File: src/rtl/see_pkg.sv
// ============================================================================
// see_pkg - string escape encoder shared types
// Payload structs, the generator phase enum and the character tables
// used by the encoder top level and its character generator.
// ============================================================================
package see_pkg;

   // output format codes
   localparam logic [1:0] FMT_HEX   = 2'd0;
   localparam logic [1:0] FMT_SQL   = 2'd1;
   localparam logic [1:0] FMT_QUOTE = 2'd2;

   // sql wrapper strings
   localparam int SQL_HEAD_LEN = 21;
   localparam int SQL_TAIL_LEN = 18;
   localparam logic [SQL_HEAD_LEN*8-1:0] SQL_HEAD_STR = {"convert", "_from(decode('"};
   localparam logic [SQL_TAIL_LEN*8-1:0] SQL_TAIL_STR = "', 'hex'), 'UTF8')";

   localparam logic [7:0] CHAR_QUOTE     = 8'h22;
   localparam logic [7:0] CHAR_BACKSLASH = 8'h5C;

   // position counter covers the longest segment
   localparam int CNT_W = $clog2(SQL_HEAD_LEN);

   typedef struct packed {
      logic [7:0] data_byte;
      logic       first_byte;
      logic       last_byte;
      logic       empty_string;
   } req_payload_type;

   typedef struct packed {
      logic [7:0] out_char;
      logic       out_last;
   } rsp_payload_type;

   // segment of the encoded text being emitted
   typedef enum logic [1:0] {
      PH_HEAD,
      PH_BODY,
      PH_TAIL
   } phase_type;

   // transaction held in the input register
   typedef struct packed {
      logic [1:0] fmt;
      logic [7:0] data_byte;
      logic       head_en;
      logic       body_en;
      logic       tail_en;
   } item_type;

   // generator results for the current position
   typedef struct packed {
      logic [7:0] out_char;
      logic       seg_end;
      logic       final_char;
      phase_type  next_phase;
   } gen_type;

   function automatic logic [7:0] sql_head_char(input logic [CNT_W-1:0] idx);
      logic [CNT_W-1:0] pos;
      pos = CNT_W'(SQL_HEAD_LEN - 1) - idx;
      return SQL_HEAD_STR[pos*8 +: 8];
   endfunction

   function automatic logic [7:0] sql_tail_char(input logic [CNT_W-1:0] idx);
      logic [CNT_W-1:0] pos;
      pos = CNT_W'(SQL_TAIL_LEN - 1) - idx;
      return SQL_TAIL_STR[pos*8 +: 8];
   endfunction

   function automatic logic [7:0] hex_char(input logic [3:0] nib);
      logic [7:0] c;
      if (nib < 4'd10) begin
         c = 8'h30 + {4'd0, nib};
      end else begin
         c = 8'h57 + {4'd0, nib};
      end
      return c;
   endfunction

   // character after the backslash, zero when the byte passes unchanged
   function automatic logic [7:0] escape_code(input logic [7:0] b);
      logic [7:0] e;
      case (b)
         8'h07:   e = "a";
         8'h08:   e = "b";
         8'h0C:   e = "f";
         8'h0A:   e = "n";
         8'h0D:   e = "r";
         8'h09:   e = "t";
         8'h0B:   e = "v";
         8'h5C:   e = CHAR_BACKSLASH;
         8'h22:   e = CHAR_QUOTE;
         default: e = 8'h00;
      endcase
      return e;
   endfunction

endpackage

File: src/rtl/see_gen.sv
// ============================================================================
// see_gen - encoder character generator
// Picks the character for the current segment and position of the held
// transaction and works out where the sequencer goes next.
// ============================================================================
module see_gen (
   input  see_pkg::item_type             item,
   input  see_pkg::phase_type            phase,
   input  logic [see_pkg::CNT_W-1:0]     cnt,
   output see_pkg::gen_type              gen
);
   import see_pkg::*;

   logic [7:0] esc;
   logic       seg_end;
   logic       final_char;
   phase_type  next_phase;
   logic [7:0] out_char;

   assign esc = escape_code(item.data_byte);

   // end of segment and next phase
   always_comb begin
      seg_end    = 1'b1;
      next_phase = phase;
      final_char = 1'b0;
      case (phase)
         PH_HEAD: begin
            seg_end    = (item.fmt == FMT_SQL) ? (cnt == CNT_W'(SQL_HEAD_LEN - 1)) : 1'b1;
            next_phase = item.body_en ? PH_BODY : PH_TAIL;
            final_char = seg_end && !item.body_en && !item.tail_en;
         end
         PH_BODY: begin
            seg_end    = (item.fmt == FMT_QUOTE && esc == 8'h00) ? 1'b1 :
                         (cnt == CNT_W'(1));
            next_phase = PH_TAIL;
            final_char = seg_end && !item.tail_en;
         end
         PH_TAIL: begin
            seg_end    = (item.fmt == FMT_SQL) ? (cnt == CNT_W'(SQL_TAIL_LEN - 1)) : 1'b1;
            next_phase = PH_TAIL;
            final_char = seg_end;
         end
         default: begin
            seg_end    = 1'b1;
            next_phase = PH_TAIL;
            final_char = 1'b1;
         end
      endcase
   end

   // character at the current position
   always_comb begin
      out_char = CHAR_QUOTE;
      case (phase)
         PH_HEAD: begin
            out_char = (item.fmt == FMT_SQL) ? sql_head_char(cnt) : CHAR_QUOTE;
         end
         PH_BODY: begin
            if (item.fmt == FMT_QUOTE) begin
               if (esc == 8'h00) begin
                  out_char = item.data_byte;
               end else begin
                  out_char = (cnt == '0) ? CHAR_BACKSLASH : esc;
               end
            end else begin
               out_char = (cnt == '0) ? hex_char(item.data_byte[7:4]) :
                                        hex_char(item.data_byte[3:0]);
            end
         end
         PH_TAIL: begin
            out_char = (item.fmt == FMT_SQL) ? sql_tail_char(cnt) : CHAR_QUOTE;
         end
         default: begin
            out_char = CHAR_QUOTE;
         end
      endcase
   end

   assign gen = '{out_char: out_char, seg_end: seg_end, final_char: final_char,
                  next_phase: next_phase};

endmodule

File: src/rtl/string_escape_encoder.sv
// ============================================================================
// string_escape_encoder - hex / sql / quoted string encoder
// Turns a string, one byte per transaction, into hex digits, a sql
// hex-decode expression or a double-quoted escaped string.
// ============================================================================
//
//   channel | direction | handshake             | payload
//   --------+-----------+-----------------------+------------------------
//   req     | in        | req_valid / req_ready | data_byte, first/last/empty
//   rsp     | out       | rsp_valid / rsp_ready | out_char, out_last
//   csr     | in        | csr_wr_en             | output_format (2 bits)
//
// one output character per cycle while the rsp side does not stall; a
// transaction yields 1 to 41 characters, two per byte for hex digits and
// escapes. the next transaction is taken in the
// cycle its predecessor's last character moves to the output register.
// transactions yielding nothing are dropped at the input in their accept cycle.
// synchronous active-high reset clears valids and sets format to hex.
// a stalled rsp side holds the output register and the sequencer.
module string_escape_encoder (
   input  logic                     clock,
   input  logic                     reset,
   input  logic                     req_valid,
   output logic                     req_ready,
   input  see_pkg::req_payload_type req_payload,
   output logic                     rsp_valid,
   input  logic                     rsp_ready,
   output see_pkg::rsp_payload_type rsp_payload,
   input  logic                     csr_wr_en,
   input  logic [1:0]               csr_wr_data
);
   import see_pkg::*;

   logic [1:0]      fmt_ff;
   logic            item_valid_ff;
   item_type        item_ff;
   item_type        item_in;
   phase_type       phase_ff;
   phase_type       phase_in;
   logic [CNT_W-1:0] cnt_ff;
   logic            rsp_valid_ff;
   rsp_payload_type rsp_ff;
   gen_type         gen;
   logic            req_fire;
   logic            out_load;
   logic            item_done;
   logic            any_seg;
   logic            wrap_en;
   logic            fmt_ok;

   // format register
   always_ff @(posedge clock) begin
      if (reset) begin
         fmt_ff <= FMT_HEX;
      end else if (csr_wr_en) begin
         fmt_ff <= csr_wr_data;
      end
   end

   // segments present for an incoming transaction
   always_comb begin
      wrap_en           = (fmt_ff == FMT_SQL) || (fmt_ff == FMT_QUOTE);
      fmt_ok            = wrap_en || (fmt_ff == FMT_HEX);
      item_in.fmt       = fmt_ff;
      item_in.data_byte = req_payload.data_byte;
      item_in.head_en   = wrap_en && (req_payload.first_byte || req_payload.empty_string);
      item_in.body_en   = fmt_ok && !req_payload.empty_string;
      item_in.tail_en   = wrap_en && (req_payload.last_byte || req_payload.empty_string);
      any_seg           = item_in.head_en || item_in.body_en || item_in.tail_en;
      phase_in          = item_in.head_en ? PH_HEAD : (item_in.body_en ? PH_BODY : PH_TAIL);
   end

   see_gen u_gen (
      .item  (item_ff),
      .phase (phase_ff),
      .cnt   (cnt_ff),
      .gen   (gen)
   );

   // handshake control
   assign out_load  = item_valid_ff && (!rsp_valid_ff || rsp_ready);
   assign item_done = out_load && gen.final_char;
   assign req_ready = !item_valid_ff || item_done;
   assign req_fire  = req_valid && req_ready;

   // input register and sequencer
   always_ff @(posedge clock) begin
      if (reset) begin
         item_valid_ff <= 1'b0;
         phase_ff      <= PH_HEAD;
         cnt_ff        <= '0;
      end else if (req_fire) begin
         item_valid_ff <= any_seg;
         phase_ff      <= phase_in;
         cnt_ff        <= '0;
      end else if (item_done) begin
         item_valid_ff <= 1'b0;
      end else if (out_load) begin
         phase_ff <= gen.seg_end ? gen.next_phase : phase_ff;
         cnt_ff   <= gen.seg_end ? '0 : cnt_ff + CNT_W'(1);
      end
   end

   always_ff @(posedge clock) begin
      if (req_fire) begin
         item_ff <= item_in;
      end
   end

   // output register
   always_ff @(posedge clock) begin
      if (reset) begin
         rsp_valid_ff <= 1'b0;
      end else if (out_load) begin
         rsp_valid_ff <= 1'b1;
      end else if (rsp_ready) begin
         rsp_valid_ff <= 1'b0;
      end
   end

   always_ff @(posedge clock) begin
      if (out_load) begin
         rsp_ff.out_char <= gen.out_char;
         rsp_ff.out_last <= gen.final_char;
      end
   end

   assign rsp_valid   = rsp_valid_ff;
   assign rsp_payload = rsp_ff;

   // sequencer only sits in segments the transaction actually has
   a_head_present : assert property (@(posedge clock) disable iff (reset)
      (item_valid_ff && phase_ff == PH_HEAD) |-> item_ff.head_en)
      else $error("sequencer in head segment without a prefix");

   a_tail_present : assert property (@(posedge clock) disable iff (reset)
      (item_valid_ff && phase_ff == PH_TAIL) |-> item_ff.tail_en)
      else $error("sequencer in tail segment without a suffix");

   a_cnt_range : assert property (@(posedge clock) disable iff (reset)
      item_valid_ff |-> (cnt_ff < CNT_W'(SQL_HEAD_LEN)))
      else $error("position counter beyond longest segment");

   a_new_item_start : assert property (@(posedge clock) disable iff (reset)
      req_fire |=> (cnt_ff == '0))
      else $error("accepted transaction did not restart the position counter");

   a_last_frees_input : assert property (@(posedge clock) disable iff (reset)
      (item_done && !req_valid) |=> !item_valid_ff)
      else $error("input register still busy after final character");

endmodule

File: config.mk
export PLATFORM = sky130hd
export DESIGN_NAME = string_escape_encoder
export DESIGN_NICKNAME = d
export VERILOG_FILES = /design/src/rtl/see_pkg.sv /design/src/rtl/see_gen.sv /design/src/rtl/string_escape_encoder.sv
export SDC_FILE = /design/constraint.sdc
export NUM_CORES = 1
export LEC_CHECK = 0
export BUFFER_PORTS_ARGS = -buffer_cell sky130_fd_sc_hd__buf_4
export CAP_MARGIN = 20
export CORE_AREA = 2 2 77 65
export CTS_BUF_LIST = sky130_fd_sc_hd__clkbuf_8
export DETAILED_ROUTE_END_ITERATION = 16
export DIE_AREA = 0 0 79 67
export PLACE_DENSITY_LB_ADDON = 0.12
export SLEW_MARGIN = 20
export SYNTH_ARGS = -nofsm -noshare
export SYNTH_HDL_FRONTEND = slang
export SYNTH_SLANG_ARGS = --single-unit
File: constraint.sdc
create_clock -name clock -period 3.85 [get_ports clock]
set_input_delay 0.1925 -clock clock [delete_from_list [all_inputs] [get_ports clock]]
set_output_delay 0.1925 -clock clock [all_outputs]
set_load 0.01 [all_outputs]
Word level (Yosys, flattened, before mapping)
Index checks and enable logic that the tools add are counted.
{"block": "totals", "input_bits": 18, "register_bits": 32, "wordCells": 104, "output_inout_bits": 11}
{"block": "classes", "shifts": 2, "n_eq_ne": 19, "muxes": 28, "n_reduce_logical": 34, "add_sub_neg": 7, "bitwise_logic": 1, "magnitude_cmp": 2}
{"cell": "168-bit by 9-bit variable part select with 8-bit output (first input constant)", "n": 1}
{"cell": "144-bit by 9-bit variable part select with 8-bit output (first input constant)", "n": 1}
{"cell": "7-bit one-hot mux with 9 select lines", "n": 1}
{"cell": "8-bit 2-to-1 mux", "n": 7}
{"cell": "8-bit by 4-bit == test with 1-bit output (second input constant)", "n": 6}
{"cell": "8-bit one-hot mux with 3 select lines", "n": 1}
{"cell": "7-bit by 4-bit adder with 8-bit output (first input constant)", "n": 2}
{"cell": "2-bit 2-to-1 mux", "n": 8}
{"cell": "6-bit by 4-bit adder with 7-bit output (first input constant)", "n": 2}
{"cell": "5-bit == test (second input constant)", "n": 2}
{"cell": "1-bit logical AND", "n": 10}
{"cell": "5-bit subtractor (first input constant)", "n": 2}
{"cell": "8-bit by 3-bit == test with 1-bit output (second input constant)", "n": 1}
{"cell": "8-bit by 6-bit == test with 1-bit output (second input constant)", "n": 1}
{"cell": "8-bit by 7-bit == test with 1-bit output (second input constant)", "n": 1}
{"cell": "8-bit logical NOT", "n": 1}
{"cell": "1-bit logical OR", "n": 8}
{"cell": "4-bit less-than comparator (second input constant)", "n": 2}
{"cell": "2-bit nonzero test", "n": 4}
{"cell": "1-bit 2-to-1 mux", "n": 7}
{"cell": "7-bit 2-to-1 mux", "n": 1}
{"cell": "2-bit by 1-bit == test with 1-bit output (second input constant)", "n": 3}
{"cell": "2-bit == test (second input constant)", "n": 3}
{"cell": "1-bit one-hot mux with 3 select lines", "n": 2}
{"cell": "other kinds (11)", "n": 16}

Depth between registers and ports, before layout
{"block": "depth", "word_depth": 12, "ltp_mapped": 10, "depth_no_buf": 10}

By module
From an unflattened synthesis, not the netlist that was laid out.
{"block": "unflattened", "hier_cells": 333, "area_unflattened_um2": 2992.9}
{"mod": "see_gen", "instances": 1, "area_each_um2": 1702.9, "cells_per_inst": 246, "seq_area_each_um2": 0.0}
{"mod": "string_escape_encoder", "instances": 1, "area_each_um2": 1290.0, "cells_per_inst": 87, "seq_area_each_um2": 880.8}

Worst setup path before layout
No wires, ideal clock.
{"block": "synth_path", "kind": "reg-to-reg", "from": "register cnt_ff[1]", "to": "register rsp_ff, in the netlist rsp_payload[4], data pin", "setup_ns": 0.257, "stages_incl_launch_ff": 10, "n_path_buf": 0, "period_less_slack_ns": 2.591, "required_ns": 3.593, "t_arrival_ns": 2.334, "path_slack_ns": 1.259, "cell_sequence": "dfxtp_1 -> inv_1 -> ha_1 -> inv_2 -> a21oi_1 -> xor2_1 -> mux2_1 -> a22oi_1 -> o21ai_1 -> a32o_1"}
{"item": "start: declaration", "line_no": "string_escape_encoder.sv:40", "source": "logic [CNT_W-1:0] cnt_ff;"}
{"item": "start signal: assignment", "line_no": "string_escape_encoder.sv:100", "source": "cnt_ff <= gen.seg_end ? '0 : cnt_ff + CNT_W'(1);"}
{"item": "end: declaration", "line_no": "string_escape_encoder.sv:42", "source": "rsp_payload_type rsp_ff;"}

==> metrics.txt <==
Yosys reg bits 32; # setup viols final 0; final WL 6580 um; Core Region 0.00446 sq mm; TritonCTS clock tree built; most frequent cells after synthesis nor2_1, a21oi_1, nand2_1; hold depth 1; largest net degree at the start of global routing 23; Post-CTS Hold Buffers 0; DP Area 0.00305 sq mm; register area 851 sq um; vias in the first global route 2354; min-delay worst type in -> reg; ys flop type edfxtp_1; Post-Synthesis Cells 333; die width 79 um; WL per Instance 16.0 um; number of enable flip-flop cells after synthesis 21; area occupied by multi-input gates 0.00185 sq mm; required time of the critical path 3.96 ns; DRT iter0 DRCs 412; Crit Path Class reg -> reg; H-tree lvl count 2; CTS root buf clkbuf_8; Max-slew headroom 0.432; antenna cells 0; minimum clock period 3.11 ns; Worst Reg-to-Reg Cells 9; Lkg Pwr 1.17 nW; Cell Pwr Density 339 mW/mm^2; final instance count without filler cells 412; Worst-Margin Slew 0.846 ns; CP arrival 3.21 ns; fin crit share 0.807; worst r2r src cnt_ff[0]; Layout area overhead 11.1%; grt ovf 0; share of cells above drive strength 1 0.151; Worst setup EP type flip-flop; VDD IR-drop max 0.293 mV; largest cells by area after synthesis edfxtp_1, ha_1, dfxtp_1, a21oi_1, nor2_1; clock sink count 32; Fmax 322 MHz; RSZ-0062 raised after global routing false; CTS Buffer Depth 2; nets@finish 391; final instance area 0.00316 sq mm; Post-Syn Nets 373; syn_area_per_cell 8.53 sq um; die area 0.00529 sq mm; ANT nets after route 0; Die Y 67 um; CTS buffer count 5; via count 2663; Final Hold Fails 0; initial core utilization 0.637; Final GP Congestion 0.934; CP max FO 16; Hold Startpoint req_payload[3]; Final HPWL DP 4890 um; clk slew on worst S/H paths 0.07 ns; yosys synthesis warning count 0; post-synth top area share 0.222; Final Power 0.00107 W; fin. max-slew vios 0; GRT Overall Usage 0.263; status complete, no violations; Post-synth ARST share 0; DRC violations left 0; TritonRoute pass-1 iters 5; Hold Path Sink item_ff[3]; first-pass GRT wire length 10900 um; Layout Skew 0.00917 ns; area leader, netlist edfxtp_1; most frequent cell after synthesis nor2_1; I/O Buffers 28; Yosys cell types 69; placed cells 404; Via density 6.46; # resized after CTS 0; max_cap viols 0; IO Pins 29; Seq/Total Area, Yosys 0.300; Startpoint Class flip-flop; antenna violations before repair 0; r2r setup slk 0.74 ns; postcts setup bufs 0; reg2reg end rsp_payload[2]; setup TNS 0 ns; clk_lat worst skew 0.29 ns; number of core rows 22; Layout fillers 356; synthesized cell area 0.00284 sq mm
==> layout by cell type (no fill, tap or decap), types with 6 or more instances in the layout <==
cell type,Yosys,final
nor2_1,30,30
buf_4,1,30
a21oi_1,29,29
nand2_1,24,24
ha_1,22,22
edfxtp_1,21,21
o21ai_0,20,20
inv_1,11,12
a31oi_1,12,12
dfxtp_1,11,11
nand2b_1,10,10
nand3_1,10,10
nor3_1,9,9
xnor2_1,7,7
a211oi_1,6,6
o21ai_1,6,6
==> metrics by stage <==
stage	utilization	hold WS (ns)	setup WS, ns
6_report	0.708	0.0735	0.743
5_1_grt	0.708	0.0644	0.483
4_1_cts	0.708	0.0692	0.845
3_5_place_dp	0.684	0.372	0.886
3_3_place_gp	0.684	0.371	0.996
2_1_floorplan	-	0.262	1.26
==> report_power, final <==
part	switching [W]	internal [W]	total, W
Clock	0.000128	0.000189	0.000317
Combinational	0.000171	0.000126	0.000297
Sequential	0.0000491	0.000408	0.000457
Total	0.000348	0.000723	0.00107
==> cell families after synthesis <==
logic type,Yosys count,share of synthesized area
AND/OR/NAND/NOR,108,0.202
XOR/XNOR,10,0.0308
adder cells (fa/ha/maj),22,0.0969
multiplexers,7,0.0256
flip-flops,32,0.300
AO/OA/AOI/OAI,121,0.294
buffers and inverters,33,0.0507
==> how the worst max path moves through the flow <==
stage / slack [ns] / start / cells after the start / endpoint
3_5_place_dp: 0.89 / cnt_ff[0] / 9 / rsp_payload[2]
2_1_floorplan: 1.26 / cnt_ff[1] / 9 / rsp_payload[4]
5_1_grt: 0.48 / cnt_ff[0] / 9 / rsp_payload[2]
4_1_cts: 0.84 / cnt_ff[0] / 9 / rsp_payload[2]
3_3_place_gp: 1.0 / cnt_ff[0] / 9 / rsp_payload[4]
6_report: 0.74 / cnt_ff[0] / 9 / rsp_payload[2]
==> flip-flops by register name (all words and copies together), names as in the netlist <==
| signal | cells |
|---|---|
| item_ff | 12 |
| rsp_payload | 9 |
| cnt_ff | 5 |
| fmt_ff | 2 |
| phase_ff | 2 |
| item_valid_ff | 1 |
| rsp_valid | 1 |
==> area by class of cell <==
type	count	area share
flip-flops and latches	32	0.270
well taps	60	0.0238
clock buffers	5	0.0218
repair buffers	30	0.0713
clock inverters	3	0.0123
inverters	14	0.0166
multi-input cells	268	0.585
==> routing by layer <==
metal  vias up  track usage  routed length (um)
li1       1289            -                   -
met1      1233        0.374                3120
met2       129        0.405                2820
met3        12       0.0515                 527
met4         0       0.0754                 101
met5         -            0                   0
==> critical path: stages, from the launching register on <==
cell and delay [ns]:
dfxtp_1 0.66, inv_1 0.21, ha_1 0.34, inv_2 0.16, a21oi_1 0.13, xnor2_1 0.65, o22ai_1 0.22, o21ai_1 0.17
a211oi_1 0.09, a311oi_1 0.28
(Power assumes the default switching activity.)
